**config.mk**
```make
export PLATFORM = sky130hd
export DESIGN_NAME = bus_address_decoder_unit
export DESIGN_NICKNAME = d
export VERILOG_FILES = /design/src/sv/busdec_pkg.sv /design/src/sv/busdec_ram.sv /design/src/sv/bus_address_decoder_unit.sv
export SDC_FILE = /design/constraint.sdc
export NUM_CORES = 1
export LEC_CHECK = 0
export ABC_AREA = 1
export BUFFER_PORTS_ARGS = -buffer_cell sky130_fd_sc_hd__clkbuf_2
export CORE_UTILIZATION = 32
export CTS_CLUSTER_SIZE = 8
export DETAILED_ROUTE_END_ITERATION = 10
export HOLD_SLACK_MARGIN = 0.1
export PLACE_DENSITY = 0.45
export SLEW_MARGIN = 25
export SYNTH_ARGS = -nofsm -noshare
export SYNTH_HDL_FRONTEND = slang
export SYNTH_HIERARCHICAL = 1
export SYNTH_SLANG_ARGS = --single-unit
```
**constraint.sdc**
```tcl
create_clock -name clock -period 18.6 [get_ports clock]
set_input_delay 3.72 -clock clock [delete_from_list [all_inputs] [get_ports clock]]
set_output_delay 3.72 -clock clock [all_outputs]
set_load 0.005 [all_outputs]
```
**src/sv/busdec_pkg.sv**
```systemverilog
// Shared types, codes and address map constants of the bus address decoder.
package busdec_pkg;

   localparam int DEVICE_SLOTS_DEFAULT = 384;

   typedef enum logic [2:0] {
      MODE_READ_BYTE  = 3'd0,
      MODE_READ_WORD  = 3'd1,
      MODE_WRITE_BYTE = 3'd2,
      MODE_WRITE_WORD = 3'd3,
      MODE_PEEK_BYTE  = 3'd4,
      MODE_SET_SLOT   = 3'd5
   } mode_type;

   typedef enum logic [2:0] {
      TARGET_RAM     = 3'd0,
      TARGET_IPL     = 3'd1,
      TARGET_CG      = 3'd2,
      TARGET_SCSI    = 3'd3,
      TARGET_DEVICE  = 3'd4,
      TARGET_FIXED   = 3'd5,
      TARGET_IGNORED = 3'd6,
      TARGET_NONE    = 3'd7
   } target_type;

   typedef enum logic [1:0] {
      STATUS_OK         = 2'd0,
      STATUS_BUS_ERROR  = 2'd1,
      STATUS_ADDR_ERROR = 2'd2
   } status_type;

   typedef enum logic [2:0] {
      ROM_SASI          = 3'd0,
      ROM_SCSI_INTERNAL = 3'd1,
      ROM_SCSI_EXTERNAL = 3'd2,
      ROM_XVI           = 3'd3,
      ROM_COMPACT       = 3'd4,
      ROM_030           = 3'd5
   } rom_kind_type;

   localparam logic [1:0] CSR_ROM_TYPE = 2'd0;
   localparam logic [1:0] CSR_RAM_SIZE = 2'd1;

   localparam logic [2:0] RAM_CODE_MAX = 3'd5;

   localparam logic [23:0] DEV_BASE      = 24'hC00000;
   localparam logic [23:0] CG_BASE       = 24'hF00000;
   localparam logic [23:0] SCSI_AREA     = 24'hFC0000;
   localparam logic [23:0] SCSI_ROM_END  = 24'hFC2000;
   localparam logic [23:0] IPL_BASE      = 24'hFE0000;
   localparam logic [23:0] EXT_SCSI_LO   = 24'hEA0020;
   localparam logic [23:0] EXT_SCSI_HI   = 24'hEA1FFF;
   localparam logic [23:0] IPL_MASK      = 24'h01FFFF;
   localparam logic [23:0] SCSI_MASK     = 24'h001FFF;
   localparam logic [23:0] CG_MASK       = 24'h0FFFFF;
   localparam logic [23:0] SHADOW_SIZE   = 24'h010000;

   typedef struct packed {
      logic [2:0]  mode;
      logic [23:0] address;
      logic [15:0] write_data;
      logic        reset_fetch;
      logic [8:0]  slot_index;
      logic        slot_present;
   } req_type;

   typedef struct packed {
      logic [2:0]  target;
      logic [23:0] offset;
      logic [8:0]  device_slot;
      logic [15:0] data_value;
      logic [1:0]  status;
   } rsp_type;

endpackage

```
**src/sv/busdec_ram.sv**
```systemverilog
// Generic synchronous RAM, one write port and one registered read port.
module busdec_ram #(
   parameter int WIDTH = 1,
   parameter int DEPTH = 2
) (
   input  logic                                   clock,
   input  logic                                   wr_en,
   input  logic [(DEPTH > 1 ? $clog2(DEPTH) : 1)-1:0] wr_addr,
   input  logic [WIDTH-1:0]                       wr_data,
   input  logic                                   rd_en,
   input  logic [(DEPTH > 1 ? $clog2(DEPTH) : 1)-1:0] rd_addr,
   output logic [WIDTH-1:0]                       rd_data
);

   logic [WIDTH-1:0] mem [DEPTH];
   logic [WIDTH-1:0] rd_data_ff;

   always_ff @(posedge clock) begin
      if (wr_en) begin
         mem[wr_addr] <= wr_data;
      end
      if (rd_en) begin
         rd_data_ff <= mem[rd_addr];
      end
   end

   assign rd_data = rd_data_ff;

endmodule

```
**src/sv/bus_address_decoder_unit.sv**
```systemverilog
// Top level of the bus address decoder: map lookup, decode and output register.
//
// Decodes one 24-bit bus access per clock into target store, byte-swapped
// offset, device slot, data value and status. An item passes the lookup
// stage, which reads the device-present bit from the slot map RAM through its
// registered read port, and then the decode stage, which decodes into the
// output register; items follow each other every cycle while the result side
// keeps up and no map clearing runs. Set-slot items write the map at their
// accept edge, so later items always see the update. After reset the map RAM
// is cleared one slot per cycle over all DEVICE_SLOTS slots (384 by default),
// and req_stall stays high meanwhile; CSR writes are taken at any time.
module bus_address_decoder_unit #(
   parameter int DEVICE_SLOTS = busdec_pkg::DEVICE_SLOTS_DEFAULT
) (
   input  logic                clock,
   input  logic                reset,
   input  logic                req_valid,
   output logic                req_stall,
   input  busdec_pkg::req_type req_item,
   output logic                rsp_valid,
   input  logic                rsp_stall,
   output busdec_pkg::rsp_type rsp_item,
   input  logic                csr_write,
   input  logic [1:0]          csr_index,
   input  logic [2:0]          csr_data
);
   import busdec_pkg::*;

   localparam int SLOT_AW = DEVICE_SLOTS > 1 ? $clog2(DEVICE_SLOTS) : 1;
   localparam logic [9:0] SLOT_LIMIT = 10'(DEVICE_SLOTS);
   localparam logic [SLOT_AW-1:0] LAST_SLOT = SLOT_AW'(DEVICE_SLOTS - 1);

   logic [2:0]         rom_type_ff, ram_size_ff;
   logic               clear_busy_ff;
   logic [SLOT_AW-1:0] clear_ff;
   logic               s1_valid_ff, s1_valid_in;
   req_type            s1_ff;
   logic               out_valid_ff, out_valid_in;
   rsp_type            out_ff, res;

   logic               out_free, s1_move, accept;
   logic               map_wr_en, map_rd_data;
   logic [SLOT_AW-1:0] map_wr_addr;
   logic               map_wr_data;

   // configuration
   always_ff @(posedge clock) begin
      if (reset) begin
         rom_type_ff <= ROM_SASI;
         ram_size_ff <= 3'd0;
      end else if (csr_write) begin
         if (csr_index == CSR_ROM_TYPE) begin
            rom_type_ff <= csr_data;
         end else if (csr_index == CSR_RAM_SIZE) begin
            ram_size_ff <= csr_data;
         end
      end
   end

   // map clearing pass
   always_ff @(posedge clock) begin
      if (reset) begin
         clear_busy_ff <= 1'b1;
         clear_ff      <= '0;
      end else if (clear_busy_ff) begin
         clear_ff <= clear_ff + 1'b1;
         if (clear_ff == LAST_SLOT) begin
            clear_busy_ff <= 1'b0;
         end
      end
   end

   assign out_free     = !out_valid_ff || !rsp_stall;
   assign s1_move      = s1_valid_ff && out_free;
   assign req_stall    = clear_busy_ff || (s1_valid_ff && !out_free);
   assign accept       = req_valid && !req_stall;
   assign s1_valid_in  = accept || (s1_valid_ff && !s1_move);
   assign out_valid_in = s1_move || (out_valid_ff && rsp_stall);

   always_comb begin
      map_wr_en   = 1'b0;
      map_wr_addr = req_item.slot_index[SLOT_AW-1:0];
      map_wr_data = req_item.slot_present;
      if (clear_busy_ff) begin
         map_wr_en   = 1'b1;
         map_wr_addr = clear_ff;
         map_wr_data = 1'b0;
      end else if (accept && req_item.mode == MODE_SET_SLOT &&
                   {1'b0, req_item.slot_index} < SLOT_LIMIT) begin
         map_wr_en = 1'b1;
      end
   end

   busdec_ram #(
      .WIDTH(1),
      .DEPTH(DEVICE_SLOTS)
   ) u_map (
      .clock  (clock),
      .wr_en  (map_wr_en),
      .wr_addr(map_wr_addr),
      .wr_data(map_wr_data),
      .rd_en  (accept),
      .rd_addr(req_item.address[13 +: SLOT_AW]),
      .rd_data(map_rd_data)
   );

   always_ff @(posedge clock) begin
      if (reset) begin
         s1_valid_ff  <= 1'b0;
         out_valid_ff <= 1'b0;
      end else begin
         s1_valid_ff  <= s1_valid_in;
         out_valid_ff <= out_valid_in;
      end
   end

   always_ff @(posedge clock) begin
      if (accept) begin
         s1_ff <= req_item;
      end
      if (s1_move) begin
         out_ff <= res;
      end
   end

   // decode
   logic [23:0] a, flipped, dev_offset;
   logic [15:0] fixed_val, wdata;
   logic [8:0]  slot;
   logic [2:0]  code_sat;
   logic        is_word, is_write, is_peek, in_ram, dev_range, hit, scsi_rom;

   always_comb begin
      a          = s1_ff.address;
      is_word    = s1_ff.mode == MODE_READ_WORD || s1_ff.mode == MODE_WRITE_WORD;
      is_write   = s1_ff.mode == MODE_WRITE_BYTE || s1_ff.mode == MODE_WRITE_WORD;
      is_peek    = s1_ff.mode == MODE_PEEK_BYTE;
      flipped    = a ^ {23'd0, !is_word};
      fixed_val  = is_word ? 16'hFFFF : 16'h00FF;
      wdata      = is_word ? s1_ff.write_data : {8'd0, s1_ff.write_data[7:0]};
      code_sat   = ram_size_ff > RAM_CODE_MAX ? RAM_CODE_MAX : ram_size_ff;
      in_ram     = a[23:21] <= code_sat;
      dev_range  = a >= DEV_BASE && a < CG_BASE;
      slot       = a[21:13];
      dev_offset = {2'b00, a[21:0]};
      hit        = dev_range && ({1'b0, slot} < SLOT_LIMIT) && map_rd_data;
      scsi_rom   = rom_type_ff != ROM_SASI && rom_type_ff != ROM_SCSI_EXTERNAL;

      res = '{target: TARGET_NONE, offset: '0, device_slot: '0,
              data_value: '0, status: STATUS_OK};

      case (s1_ff.mode)
         MODE_READ_BYTE, MODE_READ_WORD, MODE_WRITE_BYTE, MODE_WRITE_WORD,
         MODE_PEEK_BYTE: begin
            if (is_word && a[0]) begin
               res.data_value = is_write ? wdata : fixed_val;
               res.status     = STATUS_ADDR_ERROR;
            end else if (is_write) begin
               res.data_value = wdata;
               if (in_ram) begin
                  res.target = TARGET_RAM;
                  res.offset = flipped;
               end else if (a >= CG_BASE) begin
                  res.target = TARGET_IGNORED;
               end else if (hit) begin
                  res.target      = TARGET_DEVICE;
                  res.offset      = dev_offset;
                  res.device_slot = slot;
               end else begin
                  res.status = STATUS_BUS_ERROR;
               end
            end else if (a < SHADOW_SIZE && s1_ff.reset_fetch) begin
               res.target = TARGET_IPL;
               res.offset = (a + SHADOW_SIZE) ^ {23'd0, !is_word};
            end else if (in_ram) begin
               res.target = TARGET_RAM;
               res.offset = flipped;
            end else if (a >= IPL_BASE) begin
               res.target = TARGET_IPL;
               res.offset = flipped & IPL_MASK;
            end else if (a >= SCSI_AREA) begin
               if (!scsi_rom) begin
                  res.target = TARGET_IPL;
                  res.offset = flipped & IPL_MASK;
               end else if (a < SCSI_ROM_END) begin
                  res.target = TARGET_SCSI;
                  res.offset = flipped & SCSI_MASK;
               end else if (rom_type_ff == ROM_030) begin
                  res.target = TARGET_SCSI;
                  res.offset = flipped & IPL_MASK;
               end else begin
                  res.target     = TARGET_FIXED;
                  res.data_value = fixed_val;
               end
            end else if (a >= CG_BASE) begin
               res.target = TARGET_CG;
               res.offset = flipped & CG_MASK;
            end else if (rom_type_ff == ROM_SCSI_EXTERNAL &&
                         a >= EXT_SCSI_LO && a <= EXT_SCSI_HI) begin
               res.target = TARGET_SCSI;
               res.offset = flipped & SCSI_MASK;
            end else if (hit) begin
               res.target      = TARGET_DEVICE;
               res.offset      = dev_offset;
               res.device_slot = slot;
            end else if (is_peek) begin
               res.target     = TARGET_FIXED;
               res.data_value = 16'h00FF;
            end else begin
               res.data_value = fixed_val;
               res.status     = STATUS_BUS_ERROR;
            end
         end
         default: begin
            res.target = TARGET_NONE;
         end
      endcase
   end

   assign rsp_valid = out_valid_ff;
   assign rsp_item  = out_ff;

   a_no_rsp_while_clearing: assert property (@(posedge clock) disable iff (reset)
      clear_busy_ff |-> !rsp_valid)
      else $error("result shown during map clearing");

   a_s1_holds: assert property (@(posedge clock) disable iff (reset)
      (s1_valid_ff && !out_free) |=> (s1_valid_ff && $stable(s1_ff)))
      else $error("stalled item lost in lookup stage");

   a_addr_err_none: assert property (@(posedge clock) disable iff (reset)
      (rsp_valid && rsp_item.status == STATUS_ADDR_ERROR) |->
      (rsp_item.target == TARGET_NONE))
      else $error("address error with a target");

   a_device_slot: assert property (@(posedge clock) disable iff (reset)
      (rsp_valid && rsp_item.target == TARGET_DEVICE) |->
      ({1'b0, rsp_item.device_slot} < SLOT_LIMIT &&
       rsp_item.offset[21:13] == rsp_item.device_slot))
      else $error("device result with bad slot");

endmodule
```
# Word-level counts from Yosys, hierarchy flattened
# Memories as Yosys holds them, arrays and structs flattened. A register that Yosys moved wholly into a read port is not among the register bits.
# Index checks and enable logic that the tools add are counted.
[totals] output_inout_bits=56 memories=1 rom_bits=0 mem_bits_rw=384 in_bits=64 ff_bits=116 latch_bits=0 word_cells=133
[mem_list] name="u_map.mem" depth=384 word_bits=1 read_ports=1 rd_ports_with_merged_regs=1 wr=1 line="busdec_ram.sv:15" text="logic [WIDTH-1:0] mem [DEPTH];"
[classes] n_lt_le_gt_ge=13 n_mux=53 n_reduce_logical=34 multipliers=0 eq_ne=10 add_sub_neg=2 n_shift=0 div_mod_pow=0 bitwise_logic=4
[ops] cell="27-bit 2-to-1 mux" count=14
[ops] cell="16-bit 2-to-1 mux" count=8
[ops] cell="24-bit greater-or-equal comparator, second input constant" count=5
[ops] cell="33-bit 2-to-1 mux" count=3
[ops] cell="36-bit 2-to-1 mux" count=2
[ops] cell="54-bit 2-to-1 mux" count=1
[ops] cell="24-bit < comparator, second input constant" count=2
[ops] cell="24-bit by 1-bit bitwise XOR with 24-bit output" count=2
[ops] cell="18-bit 2-to-1 mux" count=2
[ops] cell="35-bit 2-to-1 mux" count=1
[ops] cell="31-bit 2-to-1 mux" count=1
[ops] cell="9-bit 2-to-1 mux" count=3
[ops] cell="24-bit by 17-bit adder with 24-bit output, second input constant" count=1
[ops] cell="24-bit <= comparator, second input constant" count=1
[ops] cell="24-bit by 17-bit < comparator with 1-bit output, second input constant" count=1
[ops] cell="9-bit < comparator, second input constant" count=2
[ops] cell="17-bit 2-to-1 mux" count=1
[ops] cell="1-bit logical AND" count=15
[ops] cell="1-bit 2-to-1 mux" count=11
[ops] cell="9-bit by 1-bit adder with 9-bit output, second input constant" count=1
[ops] cell="3-bit by 2-bit == test with 1-bit output, second input constant" count=3
[ops] cell="3-bit == test, second input constant" count=3
[ops] cell="9-bit == test, second input constant" count=1
[ops] cell="3-bit 2-to-1 mux" count=3
[ops] cell="16 further kinds" count=29

# Longest topological paths before layout
# Gate-level depths: netlist (run 1).
[depth] ltp_word=15 mapped_depth=16 mapped_depth_nobuf=14

# Hierarchy
# The synthesis (run 1) kept the hierarchy.
[modules_own_cells] module="busdec_ram" n_inst=1 seq_area_each_um2=11561.1 cells_each=1760 area_each_um2=17475.5
[modules_own_cells] module="bus_address_decoder_unit" n_inst=1 seq_area_each_um2=3303.2 cells_each=511 area_each_um2=5128.7

# Worst setup path after synthesis (run 1)
# Ideal clock, no wire load.
[synth_timing] path_type="input-to-reg" from="in req_item[0] in the netlist's numbering" to="mem u_map.mem[0] (data pin)" path_slack_ns=3.933 stages=2 setup_time_ns=2.009 required_ns=16.591 arrival_ns=12.658 path_buffers=0 cell_sequence="inv_1 > nor2_1"
[synth_between] elab_chain_len=1
[synth_lines] item="start, declared" line="bus_address_decoder_unit.sv:19" text="input busdec_pkg::req_type req_item,"
[synth_lines] item="1-bit 2-to-1 mux" line="bus_address_decoder_unit.sv:84" text="if (clear_busy_ff) begin"
[synth_lines] item="via map_wr_data" line="bus_address_decoder_unit.sv:44" text="logic map_wr_data;"
[synth_lines] item="end, declared" line="busdec_ram.sv:15"
# The timed path passes the listed nets, and every way through them passes these cells.

# Final worst setup path (run 1)
[layout_timing] from="in rsp_stall" to="out req_stall"
[layout_between] elab_chain_len=5
[layout_lines] item="start, declared" line="bus_address_decoder_unit.sv:21" text="input logic rsp_stall,"
[layout_lines] item="1-bit logical NOT" line="bus_address_decoder_unit.sv:73" text="assign out_free = !out_valid_ff || !rsp_stall;"
[layout_lines] item="1-bit logical OR" line="bus_address_decoder_unit.sv:73"
[layout_lines] item="1-bit logical NOT" line="bus_address_decoder_unit.sv:75" text="assign req_stall = clear_busy_ff || (s1_valid_ff && !out_free);"
[layout_lines] item="1-bit logical AND" line="bus_address_decoder_unit.sv:75"
[layout_lines] item="1-bit logical OR" line="bus_address_decoder_unit.sv:75"
[layout_lines] item="end, declared" line="bus_address_decoder_unit.sv:18" text="output logic req_stall,"
# Every way passes these cells.

==> results of run 1 <==
-- layer usage --
| metal | vias up | routed length (um) | track usage, % |
|---|---|---|---|
| met5 | - | 11 | 0 |
| met4 | 2 | 1580 | 5.58 |
| met3 | 118 | 3460 | 3.01 |
| met2 | 483 | 32300 | 31.9 |
| met1 | 8144 | 30400 | 24.9 |
| li1 | 7841 | - | - |
-- synth_stat cells, types with 2 or more instances --
master    number
nand2_1      471
nor2_2         3
buf_2         35
buf_6         27
nor3_1        21
nor2_1       525
clkbuf_1      75
buf_1          6
nand3_2        3
nand3_1      318
o21ai_1       13
o22ai_1       30
edfxtp_1     483
clkinv_1       2
a21oi_1       25
dfxtp_1       18
nand4_1       11
buf_4          2
ha_1           8
inv_1        101
o21ai_0       75
inv_2          3
nand3b_1       4
a211oi_1       2
-- worst paths after layout --
check | start | to | slack, ns | depth (start not counted)
setup / recovery | rsp_stall | req_stall | 10.45 | 6
hold / removal | ram_size_ff[0] | ram_size_ff[0] | 0.46 | 2
setup reg to reg | clear_busy_ff | u_map/mem[170] | 14.69 | 6
hold reg to reg | ram_size_ff[0] | ram_size_ff[0] | 0.46 | 2
-- sequential cells by signal, indices dropped and copies added, names as in the netlist --
signal and count:
u_map/mem 384, rsp_item 54, a 24, s1_ff 20
clear_ff 9, ram_size_ff 3, rom_type_ff 3, clear_busy_ff 1
rsp_valid 1, s1_valid_ff 1, u_map/rd_data 1
-- per-stage QoR --
step	utilization (%)	cell area, sq um	cells	power (mW)
finish	37.0	25900	3318	2.55
global route	37.0	25900	3317	2.64
CTS	37.0	25900	3317	2.58
detailed placement	34.1	23800	3215	1.37
global placement	34.1	23800	3215	1.37
floorplan	-	22600	2271	1.32
-- critical path: cells and delay by family --
family	cells	cell delay [ns]
buffers and inverters	3	0.36
AND/OR/NAND/NOR	3	0.35
-- kinds of logic after synthesis --
group	count (synthesis)	share of synthesized area (%)
adder cells (fa/ha/maj)	8	0.443
flip-flops	501	65.8
AND/OR/NAND/NOR	1361	24.9
AO/OA/AOI/OAI	149	3.56
buffers and inverters	252	5.33
-- final cells by class --
class	count	area [sq um]	share of cell area, %
well taps	940	1180	4.55
clock buffers	95	1940	7.50
diodes	1	2.50	0.00967
inverters	107	409	1.58
repair buffers	149	837	3.24
clock inverters	7	83.8	0.324
flip-flops and latches	501	14900	57.5
multi-input cells	1518	6550	25.3
-- power groups by stage --
stage	Combinational [mW]	Sequential, mW	Clock [mW]
after global routing	0.136	1.22	1.28
after CTS	0.125	1.22	1.24
after floorplan	0.0782	1.25	0
after detailed placement	0.124	1.25	0
after global placement	0.124	1.25	0
final	0.123	1.22	1.20
-- layout by cell type, fill, tap and decap left out, types with 2 or more instances in the layout --
cell type / Yosys / final
nand4_1: 11 / 11
clkbuf_16: 0 / 74
clkbuf_1: 75 / 20
clkinv_8: 0 / 3
nand2_1: 471 / 471
nor3_1: 21 / 21
dfxtp_1: 18 / 18
inv_6: 1 / 4
o21ai_0: 75 / 75
nand3_2: 3 / 3
nor2_2: 3 / 3
clkbuf_2: 0 / 117
inv_2: 3 / 5
nor2_1: 525 / 524
buf_6: 27 / 3
o21ai_1: 13 / 13
ha_1: 8 / 8
clkinv_1: 2 / 2
nor2_4: 1 / 2
o22ai_1: 30 / 30
nand3b_1: 4 / 4
a211oi_1: 2 / 2
edfxtp_1: 483 / 483
inv_1: 101 / 98
buf_4: 2 / 29
a21oi_1: 25 / 24
a21oi_4: 1 / 2
nand3_1: 318 / 318
==> impl_summary.log, run 1 <==
[metrics] post-route worst setup slack: 10.45 ns
[metrics] Maximum Capacitance Violations: 0
[metrics] DIE WIDTH: 268 um
[metrics] number of design rule violations left after detail routing: 0
[metrics] cell accounting for the most synthesized area: edfxtp_1
[metrics] area grow syn2layout: 14.4%
[metrics] worst-path cell with the longest stage delay: nor2_1
[metrics] hold violation count in the final report: 0
[metrics] remaining global-route overflow: 0
[metrics] total vias in the final route: 16600
[metrics] number of gates resized after cts: 0
[metrics] post-route minimum period: 8.15 ns
[metrics] clock root buffer: clkbuf_16
[metrics] clock tree from TritonCTS: yes
[metrics] final HPWL from detailed placement: 36000 um
[metrics] dominant cells by area after synthesis: edfxtp_1 (64%), nor2_1 (8.7%), nand2_1 (7.8%)
[metrics] path class of the lowest-slack min-delay path: reg -> reg
[metrics] Worst Path Arrival: 4.43 ns
[metrics] Layout Skew: 0.0183 ns
[metrics] final clock period utilization by the worst path: 43.8%
[metrics] Setup CP Type: in -> out
[metrics] maximum number of pins on one net before global-route repair: 128
[metrics] final estimated routing congestion in global placement: 0.845
[metrics] vias per cell: 5.00
[metrics] full die area: 71700 sq um
[metrics] Crit Path Max Fanout: 2
[metrics] Ys Warns: 6
[metrics] overall track demand over capacity in global routing: 18.9%
[metrics] share of the synthesized area in the top cell type: 64.2%
[metrics] CTS sink cnt: 501
[metrics] die height: 268 um
[metrics] count of flip-flops with a built-in enable after synthesis: 483
[metrics] flip-flop and latch count after synthesis: 501
[metrics] highest clock frequency the design can meet: 123 MHz
[metrics] final wirelength: 67700 um
[metrics] total negative slack: 0 ns
[metrics] total of fill cells in the finished design: 7122
[metrics] final-report setup violation count: 0
[metrics] power density normalized to cell area: 98.7 nW/um^2
[metrics] row count: 97
[metrics] first-pass GRT wire length: 101000 um
[metrics] proportion of synthesized flip-flops having asynchronous set or reset: 0%
[metrics] post-CTS clock slew at the launch and capture registers of the worst setup and hold paths: 0.05 ns
[metrics] critical path cell sequence: clkbuf_2 > nand2_1 > nor2_1 > inv_1 > nand2_1 > clkbuf_2
[metrics] startpoint class of the critical path: input pin
[metrics] initial antenna violation count: 1
[metrics] synthesized area: 22600 sq um
[metrics] kind of end point of the critical path: output port
[metrics] count of unique library cells instantiated by Yosys: 34
[metrics] final number of max-transition violations: 0
[metrics] number of global-route vias before repair: 16300
[metrics] count of H-tree levels built during CTS: 3
[metrics] Sw Share: 22.5%
[metrics] clock buffer count from CTS: 73
[metrics] worst slack at placement: 10.41 ns
[metrics] share of post-route cells with drive strength above 1: 10.6%
[metrics] average instance area after synthesis: 9.95 sq um
[metrics] portion of total power attributed to the clock network: 47.2%
[metrics] slowest cell delay on critical path: 0.17 ns
[metrics] RSZ-0062 raised after global routing: false
[metrics] number of nets in the synthesized netlist: 2343
[metrics] Synth Instances: 2271
[metrics] Worst IR Drop VDD: 0.0000565 V
[metrics] Max clock buf depth: 3
[metrics] antenna-violating nets left: 0
[metrics] # port buffers: 119
[metrics] buffers inserted during post-CTS setup optimization: 0
[metrics] dominant synthesized flop cell: edfxtp_1
[metrics] effective utilization at floorplan: 32.3%
[metrics] transition time at the pin with the least slew margin: 0.971 ns
[metrics] data required time at the worst endpoint: 14.88 ns
[metrics] result of the run: completed
[metrics] leakage power total: 9.22 nW
[metrics] core area: 69900 sq um
[metrics] worst hold-check slack: 0.462 ns
[metrics] first-pass iteration count of the detailed router: 5
[metrics] net switching power figure: 574 uW
[metrics] fraction of the yosys area taken by sequential cells: 65.8%
[metrics] Iter 0 DRT Violations: 1339
[metrics] Internal Dissipation: 1.98 mW
[metrics] post-DR wirelength/cell: 20.4 um
[metrics] cts-stage hold buffer count: 0
[metrics] combinational share of power: 4.8%
[metrics] slew margin rel.: 35.3%
[metrics] NumNets Final: 2422
[metrics] worst-skew pair later-pin latency: 0.61 ns
[metrics] count of boundary I/O pins: 120
[metrics] proportion of power drawn by flip-flops and latches: 48.0%
No activity file was read; power rests on OpenSTA's default activity.
==> inputs of run 2 (changes only) <==
==> constraint.sdc (replaced) <==
create_clock -name clock -period 7.7 [get_ports clock]
set_input_delay 1.54 -clock clock [delete_from_list [all_inputs] [get_ports clock]]
set_output_delay 1.54 -clock clock [all_outputs]
set_load 0.005 [all_outputs]
==> run 2 against run 1 <==
Via count up 1.0%. Power up 140%. First-iteration DRC count down 2.9%. Critical path type is now in -> reg. Core utilization about the same. Die area unchanged. Register-to-register slack worse by 11 ns. Highest routed layer is now met4. Largest cell class unchanged. Clock skew up 0.0019 ns. Routed wire length down 0.95%.
==> impl_summary.log, run 2 (synthesis gave the netlist of run 1 again) <==
[metrics] result of the run: completed
[metrics] post-CTS clock slew at the launch and capture registers of the worst setup and hold paths: 0.05 ns (about the same)
[metrics] beginning of the worst hold path: ram_size_ff[0]
[metrics] number of flip-flops in the largest register: 384 (unchanged)
[metrics] Layout Skew: 0.0202 ns (+0.00190 ns)
[metrics] Iter 0 DRT Violations: 1300 (-2.9%)
[metrics] share of post-route cells with drive strength above 1: 10.5% (-0.093 points)
[metrics] Maximum Capacitance Violations: 0 (unchanged)
[metrics] hold violation count in the final report: 0 (unchanged)
[metrics] Worst Path Arrival: 4.61 ns (+0.18 ns)
[metrics] remaining global-route overflow: 0 (unchanged)
[metrics] launching element of the worst setup path: req_item[41]
[metrics] DIE WIDTH: 268 um (unchanged)
[metrics] power density normalized to cell area: 238 nW/um^2 (+140%)
[metrics] final HPWL from detailed placement: 37200 um (+3.3%)
[metrics] startpoint class of the critical path: input pin
[metrics] post-DR wirelength/cell: 20.2 um (-1.0%)
[metrics] commonest cells after routing, fill and taps aside: nor2_1 (524), edfxtp_1 (483), nand2_1 (470)
[metrics] Reg-to-Reg Start: clear_busy_ff
[metrics] worst slack at placement: 2.84 ns (-7.57 ns)
[metrics] final wirelength: 67000 um (-0.95%)
[metrics] area grow syn2layout: 14.4% (about the same)
[metrics] die height: 268 um (unchanged)
[metrics] Max clock buf depth: 3 (unchanged)
[metrics] post-route worst setup slack: 3.45 ns (-7.00 ns)
[metrics] first-pass iteration count of the detailed router: 6 (+1)
[metrics] slew margin rel.: 28.5% (-6.8 points)
[metrics] CTS sink cnt: 501 (unchanged)
[metrics] overall track demand over capacity in global routing: 18.7% (-0.17 points)
[metrics] path class of the lowest-slack min-delay path: reg -> reg
[metrics] count of H-tree levels built during CTS: 3 (unchanged)
[metrics] total vias in the final route: 16800 (+1.0%)
[metrics] clock tree from TritonCTS: yes
[metrics] worst-skew pair later-pin latency: 0.62 ns (about the same)
[metrics] highest clock frequency the design can meet: 235 MHz
[metrics] clock root buffer: clkbuf_16
[metrics] area taken by flip-flops and latches: 14900 sq um (unchanged)
[metrics] number of global-route vias before repair: 16400 (+0.75%)
[metrics] effective utilization at floorplan: 32.3% (unchanged)
[metrics] largest reg by FF count: u_map/mem
[metrics] final-report setup violation count: 0 (unchanged)
[metrics] vias per cell: 5.05 (+0.95%)
[metrics] Crit Path Max Fanout: 73 (+71)
[metrics] final estimated routing congestion in global placement: 0.837 (-0.98%)
[metrics] maximum number of pins on one net before global-route repair: 123 (-3.9%)
[metrics] total negative slack: 0 ns (unchanged)
[metrics] antenna-violating nets left: 0 (unchanged)
[metrics] initial antenna violation count: 0 (-1)
[metrics] post-route minimum period: 4.25 ns
[metrics] most common library cell in the layout ignoring fill and taps: nor2_1
[metrics] final number of max-transition violations: 0 (unchanged)
[metrics] Layout Utilization: 37.0% (about the same)
[metrics] Setup CP Type: in -> reg
[metrics] count of boundary I/O pins: 120 (unchanged)
[metrics] number of design rule violations left after detail routing: 0 (unchanged)
[metrics] leakage power total: 9.21 nW (about the same)
[metrics] Worst IR Drop VDD: 0.000136 V (+140%)
[metrics] full die area: 71700 sq um (unchanged)
[metrics] number of gates resized after cts: 0 (unchanged)
[metrics] kind of end point of the critical path: flip-flop
[metrics] first-pass GRT wire length: 101000 um (-0.16%)
[metrics] row count: 97 (unchanged)
[metrics] # port buffers: 119 (unchanged)
[metrics] NumNets Final: 2422 (unchanged)
[metrics] RSZ-0062 raised after global routing: false
[metrics] core area: 69900 sq um (unchanged)
[metrics] transition time at the pin with the least slew margin: 1.07 ns (+0.102 ns)
[metrics] total of fill cells in the finished design: 7072 (-0.70%)
[metrics] data required time at the worst endpoint: 8.05 ns (-6.83 ns)
[metrics] final clock period utilization by the worst path: 55.3%
[metrics] clock buffer count from CTS: 72 (-1.4%)
[metrics] total design power: 6.16 mW (+140%)
[metrics] buffers inserted during post-CTS setup optimization: 0 (unchanged)
[metrics] area of the multi-input gates: 6560 sq um (about the same)
[metrics] cts-stage hold buffer count: 0 (unchanged)
[run 2: per-layer routing]
layer	vias to the layer above	wire, um	global-route usage [%]
met2	527	31500	30.9
met1	8270	30100	25.0
met4	0	1730	6.07
li1	7836	-	-
met5	-	0	0
met3	122	3710	3.12
[run 2: final timing paths]
path	endpoint	slack (ns)	cells after the start
worst min-delay path	ram_size_ff[0]	0.46	2
worst min register to register	ram_size_ff[0]	0.46	2
worst max-delay path	u_map/rd_data	3.45	14
worst max register to register	u_map/mem[157]	3.70	6
[run 2: final cells by class]
cell class | instances | share of cell area [%]
Timing Repair Buffer | 150 | 3.28
Antenna cell | 1 | 0.00968
Clock buffer | 97 | 7.42
Sequential cell | 501 | 57.5
Clock inverter | 6 | 0.305
Inverter | 107 | 1.57
Multi-Input combinational cell | 1518 | 25.4
Tap cell | 940 | 4.55
[run 2: power by group]
part,leakage (nW),switching [mW],total (mW),internal [mW]
Combinational,3.67,0.220,0.298,0.0783
Sequential,4.58,0.00212,2.96,2.96
Clock,0.965,1.18,2.90,1.72
[run 2: through the flow]
| step | instance area (sq um) | cells | hold slack (ns) |
|---|---|---|---|
| finish | 25800 | 3320 | 0.459 |
| floorplan | 22600 | 2271 | 0.424 |
| global placement | 23800 | 3216 | 0.442 |
| global route | 25800 | 3319 | 0.477 |
| detailed placement | 23800 | 3216 | 0.452 |
| CTS | 25800 | 3319 | 0.460 |
[run 2: worst max-delay path, stage by stage]
cell	delay (ns)
buf_4	0.32
inv_2	0.53
buf_4	0.91
nand3_1	0.14
nand3_1	0.17
nand3_1	0.10
nand2_1	0.20
nand2_1	0.10
nand3_1	0.10
nand3_1	0.14
nand3_1	0.12
nand2_1	0.06
nand2_1	0.06
nand2_1	0.05
==> inputs of run 3 (changes only) <==
==> constraint.sdc (replaced) <==
create_clock -name clock -period 4.05 [get_ports clock]
set_input_delay 0.81 -clock clock [delete_from_list [all_inputs] [get_ports clock]]
set_output_delay 0.81 -clock clock [all_outputs]
set_load 0.005 [all_outputs]
==> run 3 against run 2 <==
Routed wire length is 0.34% lower. Global-route usage is 0.070 points lower. Sequential share of layout area is 0.60 points lower. Sequential power is 90% higher. Worst setup slack worse by 2.8 ns. First-iteration DRC count is 9.5% higher. Largest cell class unchanged. Highest routed layer is now met5.
==> impl_summary.log, run 3 (synthesis gave the netlist of run 1 again) <==
[metrics] DIE WIDTH: 268 um (unchanged)
[metrics] maximum number of pins on one net before global-route repair: 249 (+100%)
[metrics] path class of the lowest-slack min-delay path: in -> reg
[metrics] number of design rule violations left after detail routing: 0 (unchanged)
[metrics] final-report setup violation count: 0 (unchanged)
[metrics] post-CTS clock slew at the launch and capture registers of the worst setup and hold paths: 0.05 ns (about the same)
[metrics] vias per cell: 4.99 (-1.1%)
[metrics] clock buffer count from CTS: 72 (unchanged)
[metrics] worst-path cell with the longest stage delay: nor3_1
[metrics] overall track demand over capacity in global routing: 18.7% (-0.070 points)
[metrics] most common library cell in the layout ignoring fill and taps: nor2_1
[metrics] RSZ-0062 raised after global routing: false
[metrics] count of H-tree levels built during CTS: 3 (unchanged)
[metrics] count of boundary I/O pins: 120 (unchanged)
[metrics] row count: 97 (unchanged)
[metrics] number of flip-flops in the largest register: 384 (unchanged)
[metrics] slew margin rel.: 15.6% (-13 points)
[metrics] worst-skew pair later-pin latency: 0.60 ns (-0.02 ns)
[metrics] remaining global-route overflow: 0 (unchanged)
[metrics] Maximum Capacitance Violations: 0 (unchanged)
[metrics] NumNets Final: 2447 (+1.0%)
[metrics] number of global-route vias before repair: 16200 (-1.7%)
[metrics] # port buffers: 119 (unchanged)
[metrics] antenna-violating nets left: 0 (unchanged)
[metrics] effective utilization at floorplan: 32.3% (unchanged)
[metrics] number of buffer and inverter instances along the worst setup path: 1 (-2)
[metrics] leakage power total: 9.36 nW (+1.7%)
[metrics] clock tree from TritonCTS: yes
[metrics] Antenna diodes: 0 (-1)
[metrics] CP delay by family, top: simple AND/OR/NAND/NOR gates
[metrics] post-route minimum period: 3.42 ns
[metrics] die height: 268 um (unchanged)
[metrics] first-pass GRT wire length: 100000 um (-0.10%)
[metrics] data required time at the worst endpoint: 4.34 ns (-3.71 ns)
[metrics] Worst IR Drop VDD: 0.000288 V (+110%)
[metrics] Worst Path Arrival: 3.72 ns (-0.89 ns)
[metrics] CTS sink cnt: 501 (unchanged)
[metrics] worst hold-check slack: 0.394 ns (-0.0649 ns)
[metrics] final HPWL from detailed placement: 37900 um (+1.9%)
[metrics] Layout Skew: 0.0157 ns (-0.00451 ns)
[metrics] final clock period utilization by the worst path: 84.5%
[metrics] startpoint class of the critical path: flip-flop
[metrics] largest reg by FF count: u_map/mem
[metrics] final instance area: 26100 sq um (+1.1%)
[metrics] total negative slack: 0 ns (unchanged)
[metrics] full die area: 71700 sq um (unchanged)
[metrics] cts-stage hold buffer count: 0 (unchanged)
[metrics] slowest cell delay on critical path: 0.99 ns (+0.08 ns)
[metrics] clock root buffer: clkbuf_16
[metrics] Iter 0 DRT Violations: 1424 (+9.5%)
[metrics] initial antenna violation count: 2 (+2)
[metrics] CP most frequent cell: nand2_1
[metrics] power density normalized to cell area: 447 nW/um^2 (+87%)
[metrics] Max clock buf depth: 3 (unchanged)
[metrics] total vias in the final route: 16700 (-0.59%)
[metrics] final wirelength: 66800 um (-0.34%)
[metrics] Crit Path Max Fanout: 16 (-78%)
[metrics] number of gates resized after cts: 0 (unchanged)
[metrics] result of the run: completed
[metrics] placed standard-cell area: 24200 sq um (+1.3%)
[metrics] area grow syn2layout: 15.6%
[metrics] final estimated routing congestion in global placement: 0.864 (+3.3%)
[metrics] first-pass iteration count of the detailed router: 7 (+1)
[metrics] post-DR wirelength/cell: 20.0 um (-0.84%)
[metrics] share of post-route cells with drive strength above 1: 11.4% (+0.92 points)
[metrics] kind of end point of the critical path: flip-flop
[metrics] highest clock frequency the design can meet: 292 MHz
[metrics] hold violation count in the final report: 0 (unchanged)
[metrics] commonest cells after routing, fill and taps aside: nor2_1 (524), edfxtp_1 (483), nand2_1 (471)
[metrics] buffers inserted during post-CTS setup optimization: 0 (unchanged)
[metrics] critical path cell sequence: clkinv_1 > nand2_1 > o21ai_0 > nor3_1 > nand2_1 > nor2_1
[metrics] core area: 69900 sq um (unchanged)
[metrics] final number of max-transition violations: 0 (unchanged)
[metrics] Setup CP Type: reg -> reg
[metrics] transition time at the pin with the least slew margin: 1.27 ns (+0.193 ns)
==> run 3: routing by layer <==
metal  vias to the layer above  track usage [%]  wire length, um
li1                       7881                -                -
met1                      8204             25.0            29800
met5                         -                0               27
met4                         4             4.69             1350
met2                       466             30.9            31600
met3                       101             3.66             3960
==> run 3: per-stage QoR <==
step                util, %  instances  power (mW)  setup WS [ns]
floorplan                 -       2271        6.08         -0.644
global placement       34.5       3241        6.31          0.623
detailed placement     34.5       3241        6.31          0.601
CTS                    37.4       3337        11.8          0.730
global route           37.4       3337        12.1          0.503
finish                 37.4       3337        11.7          0.627
==> run 3: report_power, final <==
| group | leakage [nW] | total [mW] | internal (mW) | switching (mW) |
|---|---|---|---|---|
| Sequential | 4.58 | 5.63 | 5.62 | 0.00405 |
| Combinational | 3.83 | 0.583 | 0.164 | 0.419 |
| Clock | 0.959 | 5.46 | 3.30 | 2.16 |
| Total | 9.36 | 11.7 | 9.09 | 2.58 |
==> run 3: worst reg2reg max path: cells and delay by family, from the launching register on <==
kind | cells | cell delay [ns]
AOI/OAI and AO/OA | 1 | 0.26
buffers and inverters | 1 | 0.24
DFF | 1 | 0.53
and+or+nand+nor | 4 | 2.09
==> run 3: final timing paths <==
check                 startpoint        endpoint  slack (ns)  cells after the start
hold / removal      req_item[20]       s1_ff[20]        0.39                      1
setup reg to reg   clear_busy_ff   u_map/mem[32]        0.63                      6
setup / recovery   clear_busy_ff   u_map/mem[32]        0.63                      6
hold reg to reg   ram_size_ff[1]  ram_size_ff[1]        0.46                      2
==> run 3: cell type report <==
| class | count | area (sq um) |
|---|---|---|
| Clock buffer | 93 | 1940 |
| Clock inverter | 3 | 26.3 |
| Fill cell | 7051 | 43800 |
| Inverter | 107 | 419 |
| Multi-Input combinational cell | 1518 | 6550 |
| Sequential cell | 501 | 14900 |
| Tap cell | 940 | 1180 |
| Timing Repair Buffer | 175 | 1140 |
